`config.mk`:
```
export PLATFORM = sky130hd
export DESIGN_NAME = ptpd_divsqrt
export DESIGN_NICKNAME = d
export VERILOG_FILES = /design/src/rtl/ptpd_pkg.sv /design/src/rtl/ptpd_divsqrt.sv
export SDC_FILE = /design/constraint.sdc
export NUM_CORES = 1
export LEC_CHECK = 0
export ABC_AREA = 1
export BUFFER_PORTS_ARGS = -buffer_cell sky130_fd_sc_hd__buf_2
export CORE_UTILIZATION = 58
export CTS_BUF_LIST = sky130_fd_sc_hd__clkbuf_16
export CTS_CLUSTER_SIZE = 16
export DETAILED_ROUTE_END_ITERATION = 10
export PLACE_DENSITY = 0.81
export SLEW_MARGIN = 20
export SYNTH_ARGS = -nofsm -noshare
export SYNTH_HDL_FRONTEND = slang
export SYNTH_SLANG_ARGS = --single-unit
export TNS_END_PERCENT = 50
```
`constraint.sdc`:
```
create_clock -name clk -period 10.35 [get_ports clk]
set_clock_uncertainty 0.1 [all_clocks]
set_input_delay 1.5525 -clock clk [delete_from_list [all_inputs] [get_ports clk]]
set_output_delay 1.5525 -clock clk [all_outputs]
set_load 0.01 [all_outputs]
```
`src/rtl/ptpd_pkg.sv`:
```
// Shared types and constants for the point-to-polyline distance block.
`timescale 1ns / 1ps

package ptpd_pkg;

    localparam int FIELD_W         = 31;   // coordinate field width on the stream
    localparam int COORD_BITS_DEF  = 31;   // default coordinate width in use
    localparam int MUL_W           = 33;   // shared multiplier operand width
    localparam int PROD_W          = 2 * MUL_W;
    localparam int SQ_W            = 64;   // squared distances and sums
    localparam int WIDE_W          = 2 * SQ_W;
    localparam int DIST_W          = 32;
    localparam int IN_TDATA_W      = ((4 * FIELD_W + 7) / 8) * 8;
    localparam int OUT_TDATA_W     = ((DIST_W + 7) / 8) * 8;
    localparam int MUL_STEPS       = 8;    // products per segment before n1 is squared
    localparam int STEP_W          = $clog2(MUL_STEPS + 1);
    localparam int SQ_STEPS        = 3;    // partial products of n1 squared
    localparam int DIV_ITERS       = 64;
    localparam int ROOT_ITERS      = 32;
    localparam int ITER_CNT_W      = $clog2(DIV_ITERS + 1);

    // Command from the sequencer to the iterative divide / root unit.
    typedef struct packed {
        logic start;
        logic sqrt_mode;
    } iter_cmd_t;

endpackage

```
`src/rtl/ptpd_divsqrt.sv`:
```
// Iterative restoring unit: 128/64 divide or 64-bit integer square root.
`timescale 1ns / 1ps

module ptpd_divsqrt (
    input  logic                           clk,
    input  logic                           rst_n,
    input  ptpd_pkg::iter_cmd_t            cmd,
    input  logic [ptpd_pkg::SQ_W-1:0]      num_hi,
    input  logic [ptpd_pkg::SQ_W-1:0]      num_lo,
    input  logic [ptpd_pkg::SQ_W-1:0]      divisor,
    output logic                           done,
    output logic [ptpd_pkg::SQ_W-1:0]      result
);
    import ptpd_pkg::*;

    localparam int CAND_W = SQ_W + 2;

    logic [ITER_CNT_W-1:0] cnt_reg, cnt_next;
    logic                  mode_reg, mode_next;
    logic                  done_reg, done_next;
    logic [SQ_W-1:0]       rem_reg, rem_next;
    logic [SQ_W-1:0]       sh_reg, sh_next;
    logic [SQ_W-1:0]       q_reg, q_next;
    logic [SQ_W-1:0]       div_reg, div_next;

    logic [CAND_W-1:0]     cand;
    logic [CAND_W-1:0]     trial;
    logic [CAND_W:0]       diff;
    logic                  fits;

    always_comb
    begin
        // Bring down one dividend bit, or one bit pair for the root.
        if (mode_reg)
        begin
            cand  = {rem_reg, sh_reg[SQ_W-1 -: 2]};
            trial = {q_reg, 2'b01};
        end
        else
        begin
            cand  = {1'b0, rem_reg, sh_reg[SQ_W-1]};
            trial = {2'b00, div_reg};
        end
        diff = {1'b0, cand} - {1'b0, trial};
        fits = ~diff[CAND_W];

        cnt_next  = cnt_reg;
        mode_next = mode_reg;
        done_next = 1'b0;
        rem_next  = rem_reg;
        sh_next   = sh_reg;
        q_next    = q_reg;
        div_next  = div_reg;

        if (cmd.start)
        begin
            mode_next = cmd.sqrt_mode;
            rem_next  = cmd.sqrt_mode ? '0 : num_hi;
            sh_next   = num_lo;
            q_next    = '0;
            div_next  = divisor;
            cnt_next  = cmd.sqrt_mode ? ITER_CNT_W'(ROOT_ITERS) : ITER_CNT_W'(DIV_ITERS);
        end
        else if (cnt_reg != '0)
        begin
            rem_next  = fits ? diff[SQ_W-1:0] : cand[SQ_W-1:0];
            q_next    = {q_reg[SQ_W-2:0], fits};
            sh_next   = mode_reg ? {sh_reg[SQ_W-3:0], 2'b00} : {sh_reg[SQ_W-2:0], 1'b0};
            cnt_next  = cnt_reg - 1'b1;
            done_next = (cnt_reg == ITER_CNT_W'(1));
        end
    end

    always_ff @(posedge clk or negedge rst_n)
    begin
        if (!rst_n)
        begin
            cnt_reg  <= '0;
            mode_reg <= 1'b0;
            done_reg <= 1'b0;
        end
        else
        begin
            cnt_reg  <= cnt_next;
            mode_reg <= mode_next;
            done_reg <= done_next;
        end
    end

    always_ff @(posedge clk)
    begin
        rem_reg <= rem_next;
        sh_reg  <= sh_next;
        q_reg   <= q_next;
        div_reg <= div_next;
    end

    assign done   = done_reg;
    assign result = q_reg;

endmodule

```
# After elaboration in Yosys (flattened, before gate mapping)
# Cells that the tools add are included.
# op_classes
n_addsub	2
n_mul	0
n_div	0
n_lt_le_gt_ge	0
eq_ne	1
shifts	0
muxes	14
bitwise_logic	1
n_reduce_logical	2
# op_table
cell	count
two-way mux 64 bit	7
two-way mux 66 bit	2
subtractor 66 x 66 -> 67 bit	1
two-way mux 7 bit	3
equality test 7 x 1 -> 1 bit (second input constant)	1
nonzero test 7 bit	1
subtractor 7 x 1 -> 7 bit (second input constant)	1
two-way mux 1 bit	2
nonzero test 2 bit	1
inverter 1 bit	1
# totals
ff_bits	265
latch_bits	0
ramBits	0
romBits	0
in_bits	196
out_inout_bits	65
word_cells	27
n_memories	0

# Logic depth before layout (Yosys ltp)
# depth
ltp_word	5
ltp_mapped	26
depth_no_buf	21

# Worst setup path after synthesis
# No wires, ideal clock.
# synth_path
path_kind	input to register
start	in cmd[1] (netlist name)
end	reg rem_reg[0] (enable)
setup_ps	543
t_arrival_ps	5702
t_required_ps	9707
setup_slack_ps	4005
path_stages	6
path_buffers	2
path_cell_list	buf_2 clkinv_1 nand2_1 nor2_1 inv_1 clkbuf_1
# synth_via
elab_chain_len	1
# synth_rtl
element	line_no	rtl
start, declared	ptpd_divsqrt.sv:7	input ptpd_pkg::iter_cmd_t cmd,
nonzero test 2 bit (no source line)	-	
end signal, assigned	ptpd_divsqrt.sv:92	rem_reg <= rem_next;
end, declared	ptpd_divsqrt.sv:21	logic [SQ_W-1:0] rem_reg, rem_next;
# No other way between the ends.
# A chain may end at the register's enable or synchronous reset.

# Final worst setup path
# layout_path
start	reg mode_reg
end	reg rem_reg[53] (data pin)
# layout_via
elab_chain_len	5
elab_cells_between_ends	6
cone_classes	add/sub (1); mux (5)
# layout_rtl
element	line_no	rtl
start, declared	ptpd_divsqrt.sv:19	logic mode_reg, mode_next;
start signal, assigned	ptpd_divsqrt.sv:85	mode_reg <= mode_next;
two-way mux 66 bit	ptpd_divsqrt.sv:34	if (mode_reg)
subtractor 66 x 66 -> 67 bit	ptpd_divsqrt.sv:44	diff = {1'b0, cand} - {1'b0, trial};
two-way mux 64 bit *	ptpd_divsqrt.sv:66	rem_next = fits ? diff[SQ_W-1:0] : cand[SQ_W-1:0];
two-way mux 64 bit *	ptpd_divsqrt.sv:64	else if (cnt_reg != '0)
two-way mux 64 bit *	ptpd_divsqrt.sv:55	if (cmd.start)
net rem_next[53]	ptpd_divsqrt.sv:21	
# The timed path passes the listed nets; every way through them passes the cells marked *. The select of a mux whose other input is x is not followed.

==> flow_summary.ini <==
[run_status]
status = completed

[finish]
area_growth_pct = 12.3
final_util_pct = 66.2
n_antenna_cell = 0
nNetsFinal = 3127
final_common_cell = nand2_1
final_cells = 3285
drive_above_1_share_pct = 14.5
mostFrequentLayoutCells = nand2_1 (914), inv_1 (513), buf_2 (259)
stdcell_area_mm2 = 0.0208

[setup_path]
cp.arrival_ns = 6.01
path_buf_inv = 5
critPathRequiredTime_ns = 10.57
path_max_fanout = 65
reg2reg_slack_ns = 4.56
cp_top_family = buffers and inverters
max_stage_delay_ns = 0.85
worstPathCellList = clkinv_1 > buf_4 > or2_2 > o21ai_0 > inv_1 > ha_1 > nand2_1 > nor2_1 > nand2_1 > nor2_1 > a21oi_4 > buf_4 > nand2_2 > buf_4 > nand3_1 > nand2_1 > nand2_1
cp_common_cell = nand2_1
start_kind = register
crit_path_end_kind = register
worst_path_max_delay_cell = clkinv_1
crit_type = reg -> reg

[synth]
synthFlopType = edfxtp_1
ys_seq_elements = 265
ys_warn_count = 0
synthCells = 2660
yosys.cell_types.count = 41
synth_edf_count = 192
synth_top_area_cell = edfxtp_1
synth_top_area_share_pct = 31.1
synth_area_leaders = edfxtp_1 (31%), nand2_1 (19%), inv_1 (10%)
synth_seq_area_share_pct = 39.2
syn_area_mm2 = 0.0186
ys_async_sr_fraction_pct = 3.40
syn-mean-instance-area_um2 = 6.97
syn-num-nets = 2925

[sta]
timing.final.hold_violations = 0
period_needed_ns = 5.79
rsz0062_at_grt = false
worst_pin_slew_ns = 1.02
fin_crit_sh_pct = 55.9
max_freq_mhz = 173
tns_ns = 0
maxSlewViolCount = 0
finalSetupViolCount = 0
max-slew-margin-rel_pct = 32.0

[floorplanning]
die_x_um = 181
die_h_um = 181
initial_core_util_pct = 58.9
core-area_mm2 = 0.0315
io_pins = 261
die_area_mm2 = 0.0327
rows = 65

[flow_run]
max_cap_violations = 0

[detailed_routing]
firstDrtPassIters = 6
num_vias = 17900
drc = 0
wl_mm = 56.1
routedWlPerCell_um = 17.1
viasPerCell = 5.46
antenna_left = 0
drt_iter0_markers = 1509

[place]
place_inst = 3235
place_area_mm2 = 0.0200
port_buffers = 260
dpl.hpwl_mm = 43.2
gp_congestion = 0.986

[cts]
clkLatencyLatePin_ns = 0.57
cts_resized = 0
clock-sinks = 265
cts_hold_buf = 0
clk_pin_slew_ns = 0.07
cts_made_buffers = 27
cts_buffer_depth = 3
cts_max_level = 1
cts_root_buf = clkbuf_16
post_cts_buffers = 0
cts_tree = yes

[grt]
grt_pass1_vias = 17100
grt_pass1_wl_mm = 89.0
antenna_found_initial = 0
grt_util_all_layers_pct = 34.0
grt_max_degree = 98
grt.overflow.total = 0

[pwr]
powerDensity_mw_per_mm2 = 262
power_frac_comb_pct = 54.3
clockPowerShare_pct = 17.2
p_sw_share_pct = 46.1
seqPwrFrac_pct = 28.5
p_leak_nw = 10.9
power.internal_mw = 2.95
power_switching_mw = 2.52
vdd_drop_max_mv = 0.192
power.total_mw = 5.47

[hold_path]
min_path_type = reg -> reg
logic make-up after synthesis:
group / after synthesis / share of synthesized area, %
flops: 265 / 39.2
fa+ha+maj: 69 / 4.69
buf+inv: 616 / 13.1
xor+xnor: 33 / 1.56
simple gates: 1351 / 30.9
compound gates: 326 / 10.6
through the flow:
stage          hold WS, ns  setup slack [ns]
2_1_floorplan        0.357              4.00
3_3_place_gp         0.374              4.99
3_5_place_dp         0.401              4.75
4_1_cts              0.404              4.69
5_1_grt              0.432              4.19
6_report             0.408              4.56
cells in the mapped netlist (17+ instances only):
library cell	number
or2_2	64
dfxtp_1	64
o21ai_0	144
buf_2	21
xnor2_1	32
nand2_1	915
nand4_1	17
nor2_1	113
o221ai_1	62
o22ai_1	63
clkbuf_1	64
inv_1	508
edfxtp_1	192
nand3_1	172
a21oi_1	47
ha_1	68
layout make-up:
type / count / area [um^2]
Timing Repair Buffer: 271 / 1390
Multi-Input combinational cell: 1779 / 8880
Clock buffer: 27 / 676
Clock inverter: 23 / 168
Fill cell: 2715 / 10600
Tap cell: 402 / 503
Inverter: 518 / 1950
Sequential cell: 265 / 7280
metal layers:
layer	vias to the layer above	wire length, um	track usage, %
met1	8279	23900	44.5
met4	0	1150	7.62
met3	61	3660	4.54
met2	704	27300	59.7
li1	8876	-	-
met5	-	0	0
power groups by stage:
stage	Combinational [mW]	Sequential (mW)	Clock, mW
3_3_place_gp	2.86	1.56	0
2_1_floorplan	2.20	1.54	0
6_report	2.97	1.56	0.942
5_1_grt	3.33	1.58	0.992
3_5_place_dp	2.92	1.57	0
4_1_cts	2.94	1.55	0.953
worst paths after layout:
kind / startpoint / to / cells after the start
setup / recovery: mode_reg / rem_reg[53] / 17
hold / removal: result[5] / result[6] / 2
setup reg to reg: mode_reg / rem_reg[53] / 17
hold reg to reg: result[5] / result[6] / 2
max in group asynchronous: rst_n / mode_reg / 1
min in group asynchronous: rst_n / done / 1
worst register-to-register path, delay by kind of cell (launching register included):
kind	cells	cell delay, ns
flops	1	0.68
compound gates	2	0.20
simple gates	9	1.74
buf+inv	5	2.48
fa+ha+maj	1	0.36
Power figures use the tool's default switching activity.
